===== config.mk =====
export PLATFORM = sky130hd
export DESIGN_NAME = ccl_job_fifo
export DESIGN_NICKNAME = d
export VERILOG_FILES = /design/src/ccl_pkg.sv /design/src/ccl_job_fifo.sv
export SDC_FILE = /design/constraint.sdc
export NUM_CORES = 1
export LEC_CHECK = 0
export ABC_AREA = 1
export BUFFER_PORTS_ARGS = -buffer_cell sky130_fd_sc_hd__buf_2
export CELL_PAD_IN_SITES_DETAIL_PLACEMENT = 1
export CELL_PAD_IN_SITES_GLOBAL_PLACEMENT = 2
export CORE_MARGIN = 1
export CORE_UTILIZATION = 36
export CTS_CLUSTER_SIZE = 30
export DETAILED_ROUTE_END_ITERATION = 7
export GPL_ROUTABILITY_DRIVEN = 0
export HOLD_SLACK_MARGIN = 0.08
export PLACE_DENSITY_LB_ADDON = 0.1
export SLEW_MARGIN = 15
export SYNTH_ARGS = -nofsm -noshare
export SYNTH_HDL_FRONTEND = slang
export SYNTH_SLANG_ARGS = --single-unit

===== constraint.sdc =====
create_clock -name clk_i -period 2.55 [get_ports clk_i]
set_input_delay 0.255 -clock clk_i [delete_from_list [all_inputs] [get_ports clk_i]]
set_output_delay 0.255 -clock clk_i [all_outputs]
set_load 0.02 [all_outputs]

===== src/ccl_pkg.sv =====
// ----------------------------------------------------------------------------
// ccl_pkg
// Shared types and constants of the connected component labeler.
// ----------------------------------------------------------------------------
package ccl_pkg;

  localparam int unsigned MaxWidth  = 256;
  localparam int unsigned MaxHeight = 128;
  localparam int unsigned PixCap    = MaxWidth * MaxHeight;

  localparam int unsigned ColW  = $clog2(MaxWidth);
  localparam int unsigned RowW  = $clog2(MaxHeight);
  localparam int unsigned PixW  = $clog2(PixCap);
  localparam int unsigned LblW  = 16;
  localparam int unsigned WCfgW = 9;
  localparam int unsigned HCfgW = 8;
  localparam int unsigned CfgW  = 9;

  // parent table holds labels 0..PixCap
  localparam int unsigned ParDepth = PixCap + 1;
  localparam int unsigned ParAw    = $clog2(ParDepth);

  localparam int unsigned FifoDepth = 4;
  localparam int unsigned FifoPtrW  = $clog2(FifoDepth);
  localparam int unsigned FifoCntW  = $clog2(FifoDepth + 1);

  typedef enum logic {
    CFG_WIDTH  = 1'b0,
    CFG_HEIGHT = 1'b1
  } cfg_idx_e;

  typedef enum logic {
    OP_LOAD = 1'b0,
    OP_READ = 1'b1
  } opcode_e;

  typedef struct packed {
    logic       opcode;
    logic [7:0] pixel_value;
  } cmd_t;

  typedef struct packed {
    logic [LblW-1:0] label;
    logic            last_label;
  } result_t;

  typedef enum logic [1:0] {
    JOB_INIT  = 2'd0,
    JOB_UNION = 2'd1,
    JOB_FIND  = 2'd2
  } job_op_e;

  typedef struct packed {
    job_op_e         op;
    logic [LblW-1:0] a;
    logic [LblW-1:0] b;
    logic            last;
  } job_t;

  typedef enum logic [1:0] {
    FR_IDLE,
    FR_LOAD,
    FR_READ
  } front_state_e;

  typedef enum logic [1:0] {
    BK_IDLE,
    BK_FP,
    BK_FG
  } back_state_e;

endpackage


===== src/ccl_job_fifo.sv =====
// ----------------------------------------------------------------------------
// ccl_job_fifo
// Small job queue between the pixel front end and the union-find engine.
// ----------------------------------------------------------------------------
module ccl_job_fifo
  import ccl_pkg::*;
(
  input  logic clk_i,
  input  logic rst_ni,
  input  logic push_i,
  input  job_t push_job_i,
  output logic full_o,
  input  logic pop_i,
  output logic valid_o,
  output job_t pop_job_o
);

  job_t                mem_q [FifoDepth];
  logic [FifoPtrW-1:0] wr_q, wr_d, rd_q, rd_d;
  logic [FifoCntW-1:0] cnt_q, cnt_d;
  logic                do_push, do_pop;

  assign full_o    = (cnt_q == FifoCntW'(FifoDepth));
  assign valid_o   = (cnt_q != '0);
  assign pop_job_o = mem_q[rd_q];
  assign do_push   = push_i && !full_o;
  assign do_pop    = pop_i && valid_o;

  // pointer and count update
  always_comb begin
    wr_d  = do_push ? wr_q + FifoPtrW'(1) : wr_q;
    rd_d  = do_pop ? rd_q + FifoPtrW'(1) : rd_q;
    cnt_d = cnt_q;
    if (do_push && !do_pop) cnt_d = cnt_q + FifoCntW'(1);
    else if (!do_push && do_pop) cnt_d = cnt_q - FifoCntW'(1);
  end

  always_ff @(posedge clk_i or negedge rst_ni) begin
    if (!rst_ni) begin
      wr_q  <= '0;
      rd_q  <= '0;
      cnt_q <= '0;
    end else begin
      wr_q  <= wr_d;
      rd_q  <= rd_d;
      cnt_q <= cnt_d;
    end
  end

  always_ff @(posedge clk_i) begin
    if (do_push) mem_q[wr_q] <= push_job_i;
  end

endmodule


==> results of run 1 <==
final timing paths:
check | start | to | slack (ns)
max | rd_q[0] | pop_job_o[28] | 0.28
min | push_i | wr_q[1] | 0.1
max reg2reg | cnt_q[0] | mem_q[2][26] | 0.76
min reg2reg | cnt_q[2] | cnt_q[2] | 0.50
max in group asynchronous | rst_ni | rd_q[1] | 2.17
min in group asynchronous | rst_ni | cnt_q[2] | 0.20
cell type report:
| cell class | instances | share of cell area, % |
|---|---|---|
| sequential | 147 | 55.26 |
| multi-input combinational | 213 | 18.48 |
| timing repair buffer | 126 | 11.33 |
| clock buffer | 18 | 5.414 |
| inverter | 86 | 4.136 |
| tap | 225 | 3.552 |
| clock inverter | 14 | 1.815 |
cell usage after synthesis (all sizes together):
master / count / area share (%)
inv: 86 / 5.1
dfrtp: 7 / 2.8
o21ai: 1 / 0.079
edfxtp: 140 / 67
clkbuf: 3 / 0.18
nand2: 123 / 7.3
xnor2: 1 / 0.14
buf: 19 / 2.6
nor2: 4 / 0.24
nand3: 7 / 0.56
ha: 5 / 0.99
nand4: 1 / 0.099
o211ai: 70 / 13
fa: 1 / 0.32
critical path, stage by stage (launching register included):
cell	delay, ns
dfrtp_1	0.43
inv_6	0.36
buf_4	0.33
nand2_1	0.08
o211ai_1	0.10
nand2_1	0.10
buf_2	0.17
timing repair:
action / CTS / global route
hold endpoints to repair: 143 / 4
buffers inserted: 0 / 0
hold buffers: 35 / 1
setup endpoints to repair: 0 / 0
logic make-up (layout without fill, tap and decap cells):
logic type,count (synthesis),in the layout
fa+ha+maj,6,6
xor+xnor,1,1
flops,147,147
buf+inv,108,244
simple gates,135,135
compound gates,71,71
stage by stage:
step                      hold slack (ns)  setup slack (ns)  cells  utilization, %
after floorplan                  -0.04059          -0.07401    468               -
after global placement             0.1062            0.6912    761           40.71
after detailed placement           0.1082            0.6900    761           40.71
after CTS                         0.08497            0.2540    828           46.09
after global routing               0.1141            0.1252    829           46.15
final                             0.09970            0.2811    829           46.15
layer usage:
layer | global-route usage [%] | up-vias
met5 | 0 | -
li1 | - | 1857
met1 | 18.56 | 1871
met4 | 5.993 | 0
met3 | 4.271 | 16
met2 | 27.37 | 63
power groups by stage:
stage | Clock, mW | Combinational, mW | Sequential [mW]
after detailed placement | 0 | 3.63 | 3.41
after CTS | 2.49 | 3.68 | 3.36
after global routing | 2.58 | 3.95 | 3.40
after global placement | 0 | 3.57 | 3.39
final | 2.42 | 3.56 | 3.35
after floorplan | 0 | 2.54 | 3.38
registers in the layout, summed over array words and instances, names as in the netlist:
signal,flops
cnt_q,3
mem_q,140
wr_q,2
rd_q,2
==> reports/results.ini, run 1 <==
[drt]
drc=0
ant_nets=0
routed_wl_um=12860
topRoutingLayerUsed=met4
dr.pass1.iters=4
wl_met3_um=448
wl_per_cell_um=15.51
via_per_inst=4.592
drt_iter0_drc=106
wirelength_met1_um=5628
wl_met2_um=6588
vias=3807

[setup_path]
worstSetupPathType=register to output pin
cp.required_ns=2.30
crit_path_max_fanout=47
worstRegToRegCells=6
worstPathArrival_ns=2.01
setup.worst_path.start_class=register
crit_path_end_kind=output pin

[logic_synthesis]
synth_top_family_by_area=compound AO/OA/AOI/OAI gates
synthMuxAreaShare_pct=0
seq_area_frac_synth_pct=69.40
avgSynthCellArea_um2=13.48
syn_inst=468
synth_compound_area_share_pct=13.09
synthAdderAreaFrac_pct=1.309
yosys.area_share.simple_pct=8.209
synthXorXnorAreaFrac_pct=0.1388
yosysWarnings=0
ys_ff_latch=147
synth_area_mm2=0.006310
syn-num-nets=513
synthDistinctLibCells=18

[final_layout]
final_common_cell=edfxtp_1
stdcell_area_mm2=0.007926
area_growth_syn_to_layout_pct=25.62
seqCellArea_mm2=0.004380
multi_input_area_mm2=0.001465
diodes=0
final_cell_mix=140 x edfxtp_1, 123 x nand2_1, 82 x inv_1, 75 x buf_2, 59 x o211ai_2
drive_gt1_share_pct=30.30
fillers=1823
nNetsFinal=636

[global_routing]
overflow=0
grt_max_degree=48
grt_pass1_wl_um=21080
track_usage_pct=15.76
antenna_found_initial=0
grt_pass1_vias=4161

[timing]
worst_pin_slew_ns=0.7175
hold_viol_final=0
slew_headroom_pct=52.16
fin_crit_ns=2.269
setup_violations=0
timing.fmax_mhz=440.7
clock_skew_ns=0.007774
finalCritPeriodShare_pct=88.98
report.final.slew_viol_count=0
rsz0062_at_grt=false
fin_setup_tns_ns=0

[power_and_ir_drop]
p_leak_nw=3.294
p_sw_share_pct=37.17
p_sw_mw=3.470
power_mw=9.335
clockPowerShare_pct=25.9
peakVddDrop_uv=529.6
pwr-share-comb_pct=38.2
pwr-share-seq_pct=35.9
p_per_area_mw_per_mm2=1178
internal_power_mw=5.866

[clocking]
numCtsBuffers=17
root_buffer=clkbuf_16
cts_sinks=147
postCtsResizedCells=0
clkTransAtPathRegs_ns=0.06
cts_tree=yes
cts-htree-levels=4
clock_latency_ns=0.42
cts_buffer_depth=2

[floorplanning]
die_height_um=134.4
rows=48
ios=76
fp.coreArea_mm2=0.01718
start_util_pct=36.74
chipWidth_um=134.4
die_area_mm2=0.01806

[placement]
dp_hpwl_um=8118
dpl_cell_area_mm2=0.006993
numPortBuffers=75

[hold_path]
hold_path.class=primary input to register
hold_depth=3

[run]
drv_cap=0

[status]
status=complete, no violations

Note: power is estimated with default switching activity, not from simulation.
==> run 2, diff against run 1 <==
==> constraint.sdc (replaced) <==
create_clock -name clk_i -period 2.55 [get_ports clk_i]
set_input_delay 0.255 -clock clk_i [delete_from_list [all_inputs] [get_ports clk_i]]
set_output_delay 0.255 -clock clk_i [all_outputs]
set_load 0.05 [all_outputs]
==> run 2 against run 1 <==
Non-clock buffer count grew 1. Utilization shrank 0.095 points. Critical endpoint is now pop_job_o[20]. Register-to-register slack lost 0.35 ns. Largest cell class unchanged. Critical path type unchanged.
==> reports/results.ini, run 2 (synthesized netlist as in run 1, its figures left out) <==
[status]
status=complete, no violations

[floorplanning]
rows=48  ; unchanged
die_height_um=134.4  ; unchanged
chipWidth_um=134.4  ; unchanged
fp.coreArea_mm2=0.01718  ; unchanged
ios=76  ; unchanged
start_util_pct=36.74  ; unchanged
die_area_mm2=0.01806  ; unchanged

[setup_path]
critPathMaxStageDelay_ns=0.43  ; about the same
cpMaxStageDelayCell=dfrtp_1
crit_start=rd_q[0]
worstReg2RegStart=cnt_q[0]
worstSetupPathType=register to output pin
critPathTopFamily=buffers and inverters
worstRegToRegCells=9  ; +3
cp_num_cells=5  ; -1
crit_path_max_fanout=58  ; +23%
worstPathArrival_ns=2.02  ; about the same
r2r_slack_ns=0.41  ; -0.35 ns
cp.required_ns=2.30  ; about the same
reg2reg_to=cnt_q[1]
crit_path_end_kind=output pin
setup.worst_path.start_class=register
crit_chain=inv_6 > buf_4 > o211ai_2 > nand2_1 > buf_2
cp_num_buf_inv=3  ; unchanged

[timing]
finalCritPeriodShare_pct=89.19  ; +0.21 points
fin_setup_tns_ns=0  ; unchanged
worst_pin_slew_ns=0.5222  ; -0.1953 ns
hold_viol_final=0  ; unchanged
clock_skew_ns=0.006150  ; -0.001623 ns
setup_violations=0  ; unchanged
timing.fmax_mhz=439.7  ; -0.24%
report.final.slew_viol_count=0  ; unchanged
worst_hold_slack_ns=0.1044  ; +0.004739 ns
rsz0062_at_grt=false
slew_headroom_pct=65.19  ; +13 points
fin_crit_ns=2.274  ; +0.005407 ns

[global_routing]
use_met3_pct=4.119  ; -0.15 points
busiest_layer=met2
track_usage_pct=16.10  ; +0.34 points
overflow=0  ; unchanged
grt_pass1_vias=4031  ; -3.1%
met1_usage_pct=19.49  ; +0.93 points
antenna_found_initial=0  ; unchanged
grt_max_degree=59  ; +23%
grt_pass1_wl_um=21250  ; +0.79%
use_met2_pct=27.61  ; +0.23 points

[hold_path]
hold_start=push_i
hold_depth=3  ; unchanged
min_to=wr_q[1]
hold_path.class=primary input to register

[final_layout]
top_register=mem_q
multi_input_area_mm2=0.001465  ; unchanged
stdcell_area_mm2=0.007910  ; -0.21%
instances_no_fill=829  ; unchanged
area_growth_syn_to_layout_pct=25.36
seqCellArea_mm2=0.004380  ; unchanged
diodes=0  ; unchanged
final_common_cell=edfxtp_1
largest_register_ff_count=140  ; unchanged
drive_gt1_share_pct=30.79  ; +0.50 points
final_cell_mix=140 x edfxtp_1, 123 x nand2_1, 82 x inv_1, 75 x buf_2, 59 x o211ai_2
largestRegisters=mem_q (140), cnt_q (3)
nNetsFinal=637  ; +0.16%
fillers=1808  ; -0.82%

[clocking]
cts_sinks=147  ; unchanged
cts-htree-levels=4  ; unchanged
cts_tree=yes
clock_latency_ns=0.41  ; about the same
root_buffer=clkbuf_16
numCtsBuffers=17  ; unchanged
cts_setup_buffers=0  ; unchanged
cts_buffer_depth=2  ; unchanged
clkTransAtPathRegs_ns=0.06  ; about the same

[drt]
via_per_inst=4.590  ; about the same
drc=0  ; unchanged
wl_per_cell_um=16.00  ; +3.1%
vias=3805  ; -0.053%
ant_nets=0  ; unchanged
routed_wl_um=13260  ; +3.1%
dr.pass1.iters=4  ; unchanged
drt_iter0_drc=140  ; +32%

[power_and_ir_drop]
peakVddDrop_uv=739.2  ; +40%
p_leak_nw=3.285  ; -0.27%
power_mw=10.27  ; +10%
p_per_area_mw_per_mm2=1299  ; +10%

[placement]
dp_cells=762  ; +0.13%
numPortBuffers=75  ; unchanged
dp_hpwl_um=8252  ; +1.6%
dpl_cell_area_mm2=0.007000  ; +0.11%

[run]
drv_cap=0  ; unchanged

## run 2: cell types whose count changed in the layout (fill, tap and decap cells not counted), sizes merged
cell,delta
clkinv,-2
buf,+1
bufinv,-1
clkbuf,+1
clkinvlp,+1
## run 2: through the flow
stage | util, % | worst slack, ns
5_1_grt | 46.05 | 0.1158
3_3_place_gp | 40.76 | 0.4931
6_report | 46.05 | 0.2756
3_5_place_dp | 40.76 | 0.4117
4_1_cts | 46.05 | 0.2295
2_1_floorplan | - | -0.07401
## run 2: power by group
group	leakage, nW	internal (mW)	switching, mW
clock network	0.267	1.42	0.918
registers	1.37	3.19	0.202
logic	1.65	1.18	3.37
total	3.28	5.79	4.49
## run 2: worst max path at each step
stage / endpoint / slack, ns
after CTS: pop_job_o[20] / 0.23
after floorplan: mem_q[0][0] / -0.07
after global placement: cnt_q[1] / 0.49
after detailed placement: cnt_q[1] / 0.41
final: pop_job_o[20] / 0.28
after global routing: pop_job_o[25] / 0.12
## run 2: per-layer routing
layer	wire [um]	up-vias
li1	-	1858
met1	5899	1875
met2	6818	55
met3	355	17
met4	189	0
met5	0	-
## run 2: timing repair
item,4_1_cts,5_1_grt
endpoints found under the hold margin,147,0
hold buffers,36,0
gates resized for setup,0,0
endpoints found under the setup margin,0,0
## run 2: worst reg2reg max path, cell delays in order, from the launching register on
cell and delay [ns]:
dfrtp_1 0.43, inv_2 0.08, nand3_1 0.13, nand2_1 0.41
inv_1 0.09, ha_1 0.23, inv_1 0.09, fa_1 0.41
nand2_1 0.07, o21ai_0 0.07
## run 2: final cells by class
class                      instances  area share (%)
clock buffer                      19           5.473
clock inverter                    12           1.471
inverter                          86           4.144
multi-input combinational        213           18.52
sequential                       147           55.38
tap                              225           3.559
timing repair buffer             127           11.45
